===== config.mk =====
export PLATFORM = sky130hd
export DESIGN_NAME = record_sort_by_key_core_flat
export DESIGN_NICKNAME = d
export VERILOG_FILES = /design/src/rtl/rsk_pkg.sv /design/src/rtl/rsk_if.sv /design/src/rtl/rsk_store.sv /design/src/rtl/rsk_cmpx.sv /design/src/rtl/record_sort_by_key_core.sv /design/src/flat_wrapper.sv
export SDC_FILE = /design/constraint.sdc
export NUM_CORES = 1
export LEC_CHECK = 0
export ABC_AREA = 1
export ABC_CLOCK_PERIOD_IN_PS = 5600
export BUFFER_PORTS_ARGS = -buffer_cell sky130_fd_sc_hd__buf_2
export CAP_MARGIN = 20
export CORE_MARGIN = 10
export CORE_UTILIZATION = 39
export CTS_CLUSTER_DIAMETER = 50
export DETAILED_ROUTE_END_ITERATION = 6
export PLACE_DENSITY = 0.51
export SYNTH_ARGS = -nofsm -noshare
export SYNTH_HDL_FRONTEND = slang
export SYNTH_SLANG_ARGS = --single-unit

===== constraint.sdc =====
create_clock -name clk_i -period 5.6 [get_ports clk_i]
set_input_delay 0.84 -clock clk_i [delete_from_list [all_inputs] [get_ports clk_i]]
set_output_delay 0.84 -clock clk_i [all_outputs]
set_load 0.01 [all_outputs]

===== src/rtl/rsk_pkg.sv =====
// rsk_pkg: shared types for the record sort-by-key block
// key, tag and record types, compare-exchange result
// no dependencies
package rsk_pkg;

  localparam int unsigned KeyWidth = 32;
  localparam int unsigned TagWidth = 16;

  typedef logic signed [KeyWidth-1:0] key_t;
  typedef logic        [TagWidth-1:0] tag_t;

  // one stored record
  typedef struct packed {
    key_t key;
    tag_t tag;
  } rec_t;

  // result of one compare-exchange step
  typedef struct packed {
    rec_t lo;
    rec_t hi;
  } cmpx_t;

endpackage : rsk_pkg


===== src/rtl/rsk_if.sv =====
// rsk_if: valid/ready channel interfaces for records in and sorted records out
// depends on rsk_pkg for the field types
interface rsk_in_if;
  logic            valid;
  logic            ready;
  rsk_pkg::key_t   record_key;
  rsk_pkg::tag_t   record_tag;
  logic            is_last;

  modport source (output valid, record_key, record_tag, is_last, input ready);
  modport sink   (input valid, record_key, record_tag, is_last, output ready);
endinterface : rsk_in_if

interface rsk_out_if;
  logic            valid;
  logic            ready;
  rsk_pkg::key_t   sorted_key;
  rsk_pkg::tag_t   sorted_tag;
  logic            final_flag;
  logic            overflow;

  modport source (output valid, sorted_key, sorted_tag, final_flag, overflow, input ready);
  modport sink   (input valid, sorted_key, sorted_tag, final_flag, overflow, output ready);
endinterface : rsk_out_if


===== src/rtl/rsk_store.sv =====
// rsk_store: record memory, one write port and one registered read port
// depends on rsk_pkg for the record type
module rsk_store #(
  parameter int unsigned Depth = 16,
  parameter int unsigned AddrW = 4
) (
  input  logic             clk_i,
  input  logic             we_i,
  input  logic [AddrW-1:0] waddr_i,
  input  rsk_pkg::rec_t    wdata_i,
  input  logic [AddrW-1:0] raddr_i,
  output rsk_pkg::rec_t    rdata_o
);
  import rsk_pkg::*;

  rec_t mem_q [Depth];
  rec_t rdata_q;

  // write port
  always_ff @(posedge clk_i) begin
    if (we_i) begin
      mem_q[waddr_i] <= wdata_i;
    end
  end

  // registered read port, old data on a same-address write
  always_ff @(posedge clk_i) begin
    rdata_q <= mem_q[raddr_i];
  end

  assign rdata_o = rdata_q;

endmodule : rsk_store


===== src/rtl/rsk_cmpx.sv =====
// rsk_cmpx: shared compare-exchange unit, signed key compare
// depends on rsk_pkg for the record and result types
module rsk_cmpx (
  input  rsk_pkg::rec_t  a_i,
  input  rsk_pkg::rec_t  b_i,
  output rsk_pkg::cmpx_t res_o
);
  import rsk_pkg::*;

  logic gt;

  // strict compare keeps equal keys in arrival order
  assign gt = $signed(a_i.key) > $signed(b_i.key);

  always_comb begin
    res_o.lo   = gt ? b_i : a_i;
    res_o.hi   = gt ? a_i : b_i;
  end

endmodule : rsk_cmpx


===== src/rtl/record_sort_by_key_core.sv =====
// record_sort_by_key_core: collects records, sorts them by key, emits them
// depends on rsk_pkg, rsk_if, rsk_store and rsk_cmpx
//
//  channel  dir  fields                                           transfer when
//  rec_i    in   record_key, record_tag, is_last                  valid && ready
//  srt_o    out  sorted_key, sorted_tag, final_flag, overflow     valid && ready
//
// loading takes one record per cycle while the block is idle
// sorting runs n-1 passes through the memory for n stored records, one
// compare-exchange per cycle on its single read port
// each sorted record is then read, registered and held until taken
// reset is asynchronous, active low, and empties the store; no clearing pass
// rec_i.ready is low from the last record of a set until its final transfer out
module record_sort_by_key_core #(
  parameter int unsigned DEPTH = 16
) (
  input  logic          clk_i,
  input  logic          rst_ni,
  rsk_in_if.sink        rec_i,
  rsk_out_if.source     srt_o
);
  import rsk_pkg::*;

  localparam int unsigned AddrW  = (DEPTH > 1) ? $clog2(DEPTH) : 1;
  localparam int unsigned CountW = $clog2(DEPTH + 1);

  typedef enum logic [7:0] {
    ST_IDLE   = 8'b0000_0001,
    ST_PRIME  = 8'b0000_0010,
    ST_HOLD   = 8'b0000_0100,
    ST_STEP   = 8'b0000_1000,
    ST_FLUSH  = 8'b0001_0000,
    ST_EMIT_RD = 8'b0010_0000,
    ST_EMIT_LD = 8'b0100_0000,
    ST_EMIT_OUT = 8'b1000_0000
  } state_e;

  state_e              state_q, state_d;
  logic [CountW-1:0]   count_q, count_d;
  logic                dropped_q, dropped_d;
  logic [AddrW-1:0]    lim_q, lim_d;
  logic [AddrW-1:0]    pos_q, pos_d;
  logic [AddrW-1:0]    idx_q, idx_d;
  rec_t                hold_q, hold_d;
  rec_t                out_rec_q, out_rec_d;
  logic                out_final_q, out_final_d;
  logic                out_ovf_q, out_ovf_d;

  logic                in_xfer, out_xfer, has_room;
  logic                st_we;
  logic [AddrW-1:0]    st_waddr, st_raddr, last_idx;
  rec_t                st_wdata, st_rdata, in_rec;
  cmpx_t               cx;

  assign in_xfer  = rec_i.valid && rec_i.ready;
  assign out_xfer = srt_o.valid && srt_o.ready;
  assign has_room = count_q < CountW'(DEPTH);
  assign last_idx = AddrW'(count_q - CountW'(1));
  assign in_rec   = '{key: rec_i.record_key, tag: rec_i.record_tag};

  // record memory
  rsk_store #(
    .Depth (DEPTH),
    .AddrW (AddrW)
  ) u_store (
    .clk_i   (clk_i),
    .we_i    (st_we),
    .waddr_i (st_waddr),
    .wdata_i (st_wdata),
    .raddr_i (st_raddr),
    .rdata_o (st_rdata)
  );

  // compare-exchange between the bubbling record and the one just read
  rsk_cmpx u_cmpx (
    .a_i   (hold_q),
    .b_i   (st_rdata),
    .res_o (cx)
  );

  // sequencer
  always_comb begin
    state_d     = state_q;
    count_d     = count_q;
    dropped_d   = dropped_q;
    lim_d       = lim_q;
    pos_d       = pos_q;
    idx_d       = idx_q;
    hold_d      = hold_q;
    out_rec_d   = out_rec_q;
    out_final_d = out_final_q;
    out_ovf_d   = out_ovf_q;
    st_we       = 1'b0;
    st_waddr    = AddrW'(count_q);
    st_wdata    = in_rec;
    st_raddr    = '0;

    case (state_q)
      ST_IDLE: begin
        if (in_xfer) begin
          if (has_room) begin
            st_we   = 1'b1;
            count_d = count_q + CountW'(1);
          end else begin
            dropped_d = 1'b1;
          end
          if (rec_i.is_last) begin
            lim_d = AddrW'(count_d - CountW'(1));
            idx_d = '0;
            // fewer than two records need no sort
            state_d = (count_d < CountW'(2)) ? ST_EMIT_RD : ST_PRIME;
          end
        end
      end
      ST_PRIME: begin
        st_raddr = '0;
        state_d  = ST_HOLD;
      end
      ST_HOLD: begin
        hold_d   = st_rdata;
        st_raddr = AddrW'(1);
        pos_d    = AddrW'(1);
        state_d  = ST_STEP;
      end
      ST_STEP: begin
        // smaller record settles one place back, larger keeps bubbling
        st_we    = 1'b1;
        st_waddr = pos_q - AddrW'(1);
        st_wdata = cx.lo;
        hold_d   = cx.hi;
        st_raddr = pos_q + AddrW'(1);
        if (pos_q == lim_q) begin
          state_d = ST_FLUSH;
        end else begin
          pos_d = pos_q + AddrW'(1);
        end
      end
      ST_FLUSH: begin
        // largest of this pass lands at the end of the unsorted part
        st_we    = 1'b1;
        st_waddr = lim_q;
        st_wdata = hold_q;
        if (lim_q == AddrW'(1)) begin
          state_d = ST_EMIT_RD;
        end else begin
          lim_d   = lim_q - AddrW'(1);
          state_d = ST_PRIME;
        end
      end
      ST_EMIT_RD: begin
        st_raddr = idx_q;
        state_d  = ST_EMIT_LD;
      end
      ST_EMIT_LD: begin
        out_rec_d   = st_rdata;
        out_final_d = (idx_q == last_idx);
        out_ovf_d   = dropped_q;
        state_d     = ST_EMIT_OUT;
      end
      ST_EMIT_OUT: begin
        if (out_xfer) begin
          if (out_final_q) begin
            count_d   = '0;
            dropped_d = 1'b0;
            state_d   = ST_IDLE;
          end else begin
            idx_d   = idx_q + AddrW'(1);
            state_d = ST_EMIT_RD;
          end
        end
      end
      default: begin
        state_d = ST_IDLE;
      end
    endcase
  end

  // control state
  always_ff @(posedge clk_i or negedge rst_ni) begin
    if (!rst_ni) begin
      state_q   <= ST_IDLE;
      count_q   <= '0;
      dropped_q <= 1'b0;
    end else begin
      state_q   <= state_d;
      count_q   <= count_d;
      dropped_q <= dropped_d;
    end
  end

  // datapath registers
  always_ff @(posedge clk_i) begin
    lim_q       <= lim_d;
    pos_q       <= pos_d;
    idx_q       <= idx_d;
    hold_q      <= hold_d;
    out_rec_q   <= out_rec_d;
    out_final_q <= out_final_d;
    out_ovf_q   <= out_ovf_d;
  end

  // channel outputs
  assign rec_i.ready      = (state_q == ST_IDLE);
  assign srt_o.valid      = (state_q == ST_EMIT_OUT);
  assign srt_o.sorted_key = out_rec_q.key;
  assign srt_o.sorted_tag = out_rec_q.tag;
  assign srt_o.final_flag = out_final_q;
  assign srt_o.overflow   = out_ovf_q;

  // checks
  a_count_bound: assert property (@(posedge clk_i) disable iff (!rst_ni)
    count_q <= CountW'(DEPTH))
    else $error("record count above store depth");

  a_no_overlap: assert property (@(posedge clk_i) disable iff (!rst_ni)
    !(rec_i.ready && srt_o.valid))
    else $error("input ready while a result is offered");

  a_step_range: assert property (@(posedge clk_i) disable iff (!rst_ni)
    (state_q == ST_STEP) |-> (pos_q <= lim_q && lim_q <= last_idx))
    else $error("sort step outside the unsorted part");

  a_final_clears: assert property (@(posedge clk_i) disable iff (!rst_ni)
    (out_xfer && srt_o.final_flag) |=> (state_q == ST_IDLE && count_q == '0 && !dropped_q))
    else $error("store not emptied after final transfer");

  a_nonfinal_stays: assert property (@(posedge clk_i) disable iff (!rst_ni)
    (out_xfer && !srt_o.final_flag) |=> (state_q == ST_EMIT_RD && count_q != '0))
    else $error("run ended before final result");

endmodule : record_sort_by_key_core

===== src/flat_wrapper.sv =====
// flat-port wrapper written by rule: the top's interface ports become plain ports
module record_sort_by_key_core_flat import rsk_pkg::*;
#(
  parameter int unsigned DEPTH = 16
)
  (clk_i, rst_ni, rec_i_valid, rec_i_record_key, rec_i_record_tag, rec_i_is_last, rec_i_ready, srt_o_valid, srt_o_sorted_key, srt_o_sorted_tag, srt_o_final_flag, srt_o_overflow, srt_o_ready);
  rsk_in_if rec_i_i ();
  rsk_out_if srt_o_i ();
  input  logic clk_i;
  input  logic rst_ni;
  input wire logic [$bits(rec_i_i.valid)-1:0] rec_i_valid;
  input wire logic [$bits(rec_i_i.record_key)-1:0] rec_i_record_key;
  input wire logic [$bits(rec_i_i.record_tag)-1:0] rec_i_record_tag;
  input wire logic [$bits(rec_i_i.is_last)-1:0] rec_i_is_last;
  output wire logic [$bits(rec_i_i.ready)-1:0] rec_i_ready;
  output wire logic [$bits(srt_o_i.valid)-1:0] srt_o_valid;
  output wire logic [$bits(srt_o_i.sorted_key)-1:0] srt_o_sorted_key;
  output wire logic [$bits(srt_o_i.sorted_tag)-1:0] srt_o_sorted_tag;
  output wire logic [$bits(srt_o_i.final_flag)-1:0] srt_o_final_flag;
  output wire logic [$bits(srt_o_i.overflow)-1:0] srt_o_overflow;
  input wire logic [$bits(srt_o_i.ready)-1:0] srt_o_ready;
  assign rec_i_i.valid = rec_i_valid;
  assign rec_i_i.record_key = rec_i_record_key;
  assign rec_i_i.record_tag = rec_i_record_tag;
  assign rec_i_i.is_last = rec_i_is_last;
  assign rec_i_ready = rec_i_i.ready;
  assign srt_o_valid = srt_o_i.valid;
  assign srt_o_sorted_key = srt_o_i.sorted_key;
  assign srt_o_sorted_tag = srt_o_i.sorted_tag;
  assign srt_o_final_flag = srt_o_i.final_flag;
  assign srt_o_overflow = srt_o_i.overflow;
  assign srt_o_i.ready = srt_o_ready;
  record_sort_by_key_core #(.DEPTH(DEPTH)) u_core (.clk_i(clk_i), .rst_ni(rst_ni), .rec_i(rec_i_i), .srt_o(srt_o_i));
endmodule

==> flow_summary.json, run 1 <==
{
  "status": "completed",
  "drcViolationCount": 0,
  "netlist.area_leader.share": 0.645,
  "grt_antenna_before_repair": 5,
  "h-tree-depth": 3,
  "rsz0062_at_grt": "no",
  "gr-usage-all-layers": 0.194,
  "crit_arrival_ns": 4.79,
  "die_y_um": 344,
  "yosysSeqAreaShare": 0.677,
  "layout_commonest_cell": "edfxtp_1",
  "die_area_mm2": 0.118,
  "fill_cells": 9587,
  "slew_violations": 0,
  "die_x_um": 344,
  "post-cts-setup-buffer-count": 0,
  "cts_buffer_depth": 3,
  "synth_area_mm2": 0.0409,
  "hold_viol_final": 0,
  "antenna_left": 0,
  "dp_hpwl_mm": 62.9,
  "routed_wirelength_mm": 116,
  "numClockSinks": 940,
  "netlist_instances": 3817,
  "ys_types": 45,
  "grt.overflow.total": 0,
  "synth.area.top_cells": "edfxtp_1, nand2_1, inv_1",
  "maxCapViolations": 0,
  "place_congestion": 0.776,
  "cts-resized-gates": 0,
  "grt_pass1_vias": 26000,
  "nets": 3975,
  "dpl_worst_slack_ns": 1.12,
  "routedWlPerCell_um": 21.7,
  "start_util": 0.394,
  "fmax_ghz": 0.222,
  "leakage_nw": 18.4,
  "io_pins": 105,
  "hold_buffers": 0,
  "avgViaCountPerCell": 5.10,
  "port_buffers": 104,
  "grt_max_degree": 116,
  "hold_path.class": "input port to asynchronous set/reset pin",
  "dr_total_vias": 27300,
  "fin_crit_sh": 0.803,
  "syn_avg_cell_area_um2": 10.7,
  "worst_slew_pin_slew_ns": 1.05,
  "critPathCaptureType": "flop",
  "fin_crit_ns": 4.50,
  "power_w": 0.0201,
  "clkTransAtPathRegs_ns": 0.06,
  "setup_ws_ns": 1.10,
  "ys_seq_elements": 940,
  "first_pass_iters": 6,
  "path_class": "flop to flop",
  "clock_latency_ns": 0.68,
  "synth_top_area_cell": "edfxtp_1",
  "yosysWarnings": 0,
  "critPathMaxFanout": 35,
  "drt_iter0_markers": 2409,
  "syn-num-nets": 3910,
  "ir_worst_vdd_mv": 0.295,
  "grt_pass1_wl_mm": 172,
  "setup_tns_ns": 0,
  "relSlewSlack": 0.303,
  "cp.required_ns": 5.89,
  "setup_viol": 0,
  "cts_tree": "built",
  "root_buffer": "clkbuf_16",
  "area_growth_pct": 14.2,
  "utilization": 0.450,
  "cts_buffers": 112,
  "core_area_mm2": 0.104,
  "start_kind": "flop",
  "skew_ns": 0.0344,
  "drive_gt1_frac": 0.0990,
  "n_antenna_cell": 0,
  "num_rows": 118,
  "final_cell_mix": "edfxtp_1, nand2_1, inv_1, nand3_1, o21ai_0",
  "p_per_area_mw_per_mm2": 429
}
[per-stage QoR]
| stage | hold slack, ns | instances | cell area [um2] |
|---|---|---|---|
| after floorplan | 0.425 | 3817 | 40900 |
| after global placement | 0.436 | 5148 | 42900 |
| after detailed placement | 0.440 | 5148 | 42900 |
| after CTS | 0.0288 | 5360 | 46700 |
| after global routing | 0.0733 | 5360 | 46700 |
| final | 0.0743 | 5360 | 46700 |
[layout make-up]
type | count | area (um2) | area share
multi-input cells | 1978 | 9810 | 0.210
flip-flops and latches | 940 | 27700 | 0.593
well taps | 1380 | 1730 | 0.0370
repair buffers | 165 | 1150 | 0.0247
clock buffers | 155 | 3120 | 0.0667
clock inverters | 57 | 636 | 0.0136
inverters | 685 | 2580 | 0.0553
[layer usage]
| layer | GRT usage | vias up | share of wire |
|---|---|---|---|
| li1 | - | 13000 | - |
| met1 | 0.272 | 13300 | 0.46 |
| met2 | 0.314 | 811 | 0.46 |
| met3 | 0.0249 | 167 | 0.058 |
| met4 | 0.0544 | 0 | 0.022 |
| met5 | 0 | - | 0 |
[power breakdown]
group          switching [W]  internal [W]  leakage [nW]
Sequential          0.000383       0.00848          8.50
Combinational        0.00281       0.00110          8.10
Clock                0.00288       0.00441          1.84
[cells by family after synthesis]
logic type                 share of synthesized area
and+or+nand+nor                                0.164
DFF                                            0.677
buffers and inverters                         0.0890
AOI/OAI and AO/OA                             0.0541
adders and majority gates                     0.0122
xor gates and xnor gates                     0.00364
muxes                                       0.000245
[worst max-delay path, stage by stage, from the launching register on]
cell	delay [ns]
dfstp_2	0.52
inv_1	0.05
nand2_1	0.13
nor3_2	0.06
nand2_2	0.21
inv_4	0.27
nor2_4	0.63
inv_1	0.12
o21ai_0	0.30
nand2_1	0.32
nor2_4	0.76
buf_4	0.71
[flip-flops by register name (all words and copies together) (netlist names), 5 cells and up]
name                     count
u_core.u_store.rdata_o      48
u_core.srt_o.sorted_tag     16
u_core.srt_o.sorted_key     32
u_core.count_q               5
u_core.u_store.mem_q       768
u_core.state_q               8
u_core.hold_q               48
[cell usage after synthesis, drive strengths merged]
cell type / count
mux2i: 1
a31oi: 1
dfrtp: 13
o211a: 1
nand3: 445
o21bai: 1
nor3: 7
xor2: 12
edfxtp: 878
xnor2: 5
a21oi: 23
o31ai: 1
nand2: 871
nand3b: 1
a21o: 1
nand4: 151
o21a: 2
dfstp: 1
a211oi: 1
nor4: 2
o211ai: 73
nor2: 44
inv: 685
ha: 40
o21ba: 1
or2: 3
o21ai: 282
buf: 108
o22ai: 9
dfxtp: 48
clkbuf: 106
[worst paths after layout]
path / startpoint / end / slack [ns] / cells past startpoint
setup / recovery: u_core.state_q[0] / u_core.u_store.mem_q[1][28] / 1.10 / 11
hold / removal: rst_ni / u_core.state_q[7] / 0.07 / 1
setup reg to reg: u_core.state_q[0] / u_core.u_store.mem_q[1][28] / 1.10 / 11
hold reg to reg: u_core.u_store.rdata_o[41] / u_core.hold_q[41] / 0.45 / 0
max in group asynchronous: rst_ni / u_core.state_q[0] / 5.21 / 1
min in group clk_i: u_core.u_store.rdata_o[41] / u_core.hold_q[41] / 0.45 / 0
Power figures use the tool's default switching activity.
==> run 2: changes to the inputs <==
ABC_CLOCK_PERIOD_IN_PS = 3700   (was 5600)
PLACE_DENSITY = 0.53   (was 0.51)
clock period = 3.7 ns   (was 5.6 ns; I/O delays follow)
==> run 2 against run 1 <==
  * Global-route usage up 0.47 points
  * First-iteration DRC count is 12% higher
  * Via count up 1.4%
  * Sequential share of layout area decreased by 0.70 points
  * Setup slack worse by 0.73 ns
  * Final cell count is 0.32% higher
  * Die area unchanged
  * Critical path depth increased by 5
  * Register-to-register slack lost 0.73 ns
  * Combinational power up 57%
==> flow_summary.json, run 2 (synthesis results as in run 1) <==
{
  "grt_max_degree": 156,
  "port_buffers": 104,
  "clkTransAtPathRegs_ns": 0.06,
  "skew_ns": 0.0252,
  "fin_crit_ns": 3.33,
  "avgViaCountPerCell": 5.15,
  "combPwrFrac": 0.200,
  "critPathCaptureType": "flop",
  "dp_hpwl_mm": 62.9,
  "start_kind": "flop",
  "gr-usage-all-layers": 0.198,
  "core_area_mm2": 0.104,
  "nets": 3995,
  "cts_buffers": 109,
  "final_cell_area_mm2": 0.0473,
  "fmax_ghz": 0.300,
  "dp_cells": 5170,
  "pwr-share-seq": 0.436,
  "maxCapViolations": 0,
  "hold_slack_ns": 0.210,
  "status": "completed",
  "numClockSinks": 940,
  "seqCellArea_mm2": 0.0277,
  "routed_wirelength_mm": 119,
  "grt_pass1_wl_mm": 175,
  "n_antenna_cell": 0,
  "setup_viol": 0,
  "cts-resized-gates": 0,
  "first_pass_iters": 5,
  "grt_pass1_vias": 26100,
  "setup_ws_ns": 0.371,
  "drcViolationCount": 0,
  "clock_latency_ns": 0.68,
  "die_area_mm2": 0.118,
  "place_congestion": 0.799,
  "relSlewSlack": 0.341,
  "fill_cells": 9530,
  "multi_input_area_mm2": 0.00981,
  "rrSetupSlack_ns": 0.37,
  "die_x_um": 344,
  "die_y_um": 344,
  "root_buffer": "clkbuf_16",
  "h-tree-depth": 3,
  "cts_tree": "built",
  "crit_start": "u_core.u_store.rdata_o[23]",
  "ir_worst_vdd_mv": 0.393,
  "switching_share": 0.299,
  "drt_iter0_markers": 2692,
  "drive_gt1_frac": 0.102,
  "r2r_start": "u_core.u_store.rdata_o[23]",
  "crit_arrival_ns": 3.61,
  "area_growth_pct": 15.5,
  "p_per_area_mw_per_mm2": 647,
  "fin_crit_sh": 0.900,
  "post-cts-setup-buffer-count": 0,
  "hold_viol_final": 0,
  "worst_slew_pin_slew_ns": 0.985,
  "dpl_worst_slack_ns": 0.383,
  "p_int_w": 0.0214,
  "final_cell_mix": "edfxtp_1, nand2_1, inv_1, nand3_1, o21ai_0",
  "clkPwrFrac": 0.363,
  "critPathMaxFanout": 20,
  "io_pins": 105,
  "largest-register": "u_core.u_store.mem_q",
  "dr_total_vias": 27700,
  "routedWlPerCell_um": 22.2,
  "antenna_left": 0,
  "rsz0062_at_grt": "no",
  "slew_violations": 0,
  "cts_buffer_depth": 3,
  "grt.overflow.total": 0,
  "num_rows": 118,
  "start_util": 0.394,
  "reg2reg_to": "u_core.u_store.mem_q[3][1]",
  "worstRegToRegCells": 16,
  "layout_commonest_cell": "edfxtp_1",
  "leakage_nw": 18.6,
  "grt_antenna_before_repair": 1,
  "hold_path.class": "input port to flop",
  "stdcell_count": 5377,
  "placed_area_mm2": 0.0435,
  "path_class": "flop to flop",
  "largest_register_ffs": 768,
  "p_switching_w": 0.00916,
  "cp.required_ns": 3.98,
  "cp-endpoint": "u_core.u_store.mem_q[3][1]"
}
## run 2: cell types whose count changed in the layout (fill, tap and decap cells not counted), moves of 2 or more
| cell | previous run | this run |
|---|---|---|
| buf_12 | 14 | 44 |
| clkinv_2 | 25 | 13 |
| buf_4 | 47 | 39 |
| clkinv_1 | 2 | 7 |
| clkinvlp_4 | 6 | 11 |
| bufinv_16 | 11 | 15 |
| clkbuf_1 | 30 | 27 |
| clkbuf_16 | 114 | 111 |
| clkbuf_8 | 11 | 9 |
| clkinv_4 | 4 | 6 |
| inv_6 | 9 | 7 |
## run 2: repair_timing
action | in CTS | in global routing
hold buffers | 1 | 0
hold endpoints to repair | 13 | 0
setup endpoints to repair | 0 | 0
## run 2: final cells by class
cell class,instances,area share
Clock inverter,59,0.0160
Clock buffer,147,0.0635
Multi-Input combinational cell,1978,0.208
Timing Repair Buffer,188,0.0361
Sequential cell,940,0.586
Tap cell,1380,0.0365
Inverter,685,0.0546
## run 2: routing by layer
metal	share of wire	track usage	wire length, um	vias up
met1	0.44	0.278	52700	13500
met4	0.023	0.0563	2710	0
li1	-	-	-	13000
met5	0	0	0	-
met2	0.46	0.318	55000	955
met3	0.073	0.0313	8720	166
## run 2: worst min path at each step
| stage | start | to | slack (ns) | cells past startpoint |
|---|---|---|---|---|
| floorplan | rst_ni | u_core.count_q[0] | 0.26 | 0 |
| global placement | u_core.u_store.rdata_o[33] | u_core.srt_o.sorted_key[17] | 0.43 | 0 |
| detailed placement | u_core.u_store.rdata_o[27] | u_core.srt_o.sorted_key[11] | 0.44 | 0 |
| CTS | srt_o_ready | u_core.state_q[7] | 0.16 | 3 |
| global route | srt_o_ready | u_core.state_q[7] | 0.23 | 3 |
| finish | srt_o_ready | u_core.state_q[7] | 0.21 | 3 |
## run 2: through the flow
step                       util  TNS (ns)  power, W
after floorplan               -   -364.24    0.0173
after global placement    0.419         0    0.0196
after detailed placement  0.419         0    0.0197
after CTS                 0.455         0    0.0308
after global routing      0.455         0    0.0320
final                     0.455         0    0.0306
## run 2: power groups by stage
stage | registers (W) | logic (W) | clock network, W
final | 0.0134 | 0.00613 | 0.0111
after global routing | 0.0134 | 0.00683 | 0.0117
after CTS | 0.0133 | 0.00615 | 0.0113
after detailed placement | 0.0136 | 0.00611 | 0
after global placement | 0.0135 | 0.00609 | 0
after floorplan | 0.0134 | 0.00396 | 0
## run 2: critical path, stage by stage, from the launching register on
cell     delay (ns)
dfxtp_1        0.38
inv_1          0.08
ha_1           0.29
nand2_1        0.10
nor2_1         0.37
nand2_1        0.10
nand2_1        0.12
nand2_1        0.06
nand2_1        0.14
nand2_1        0.13
nand2_1        0.09
nand2_2        0.10
nand3_4        0.23
buf_12         0.24
nand2_1        0.08
nand3_1        0.07
nand2_1        0.32
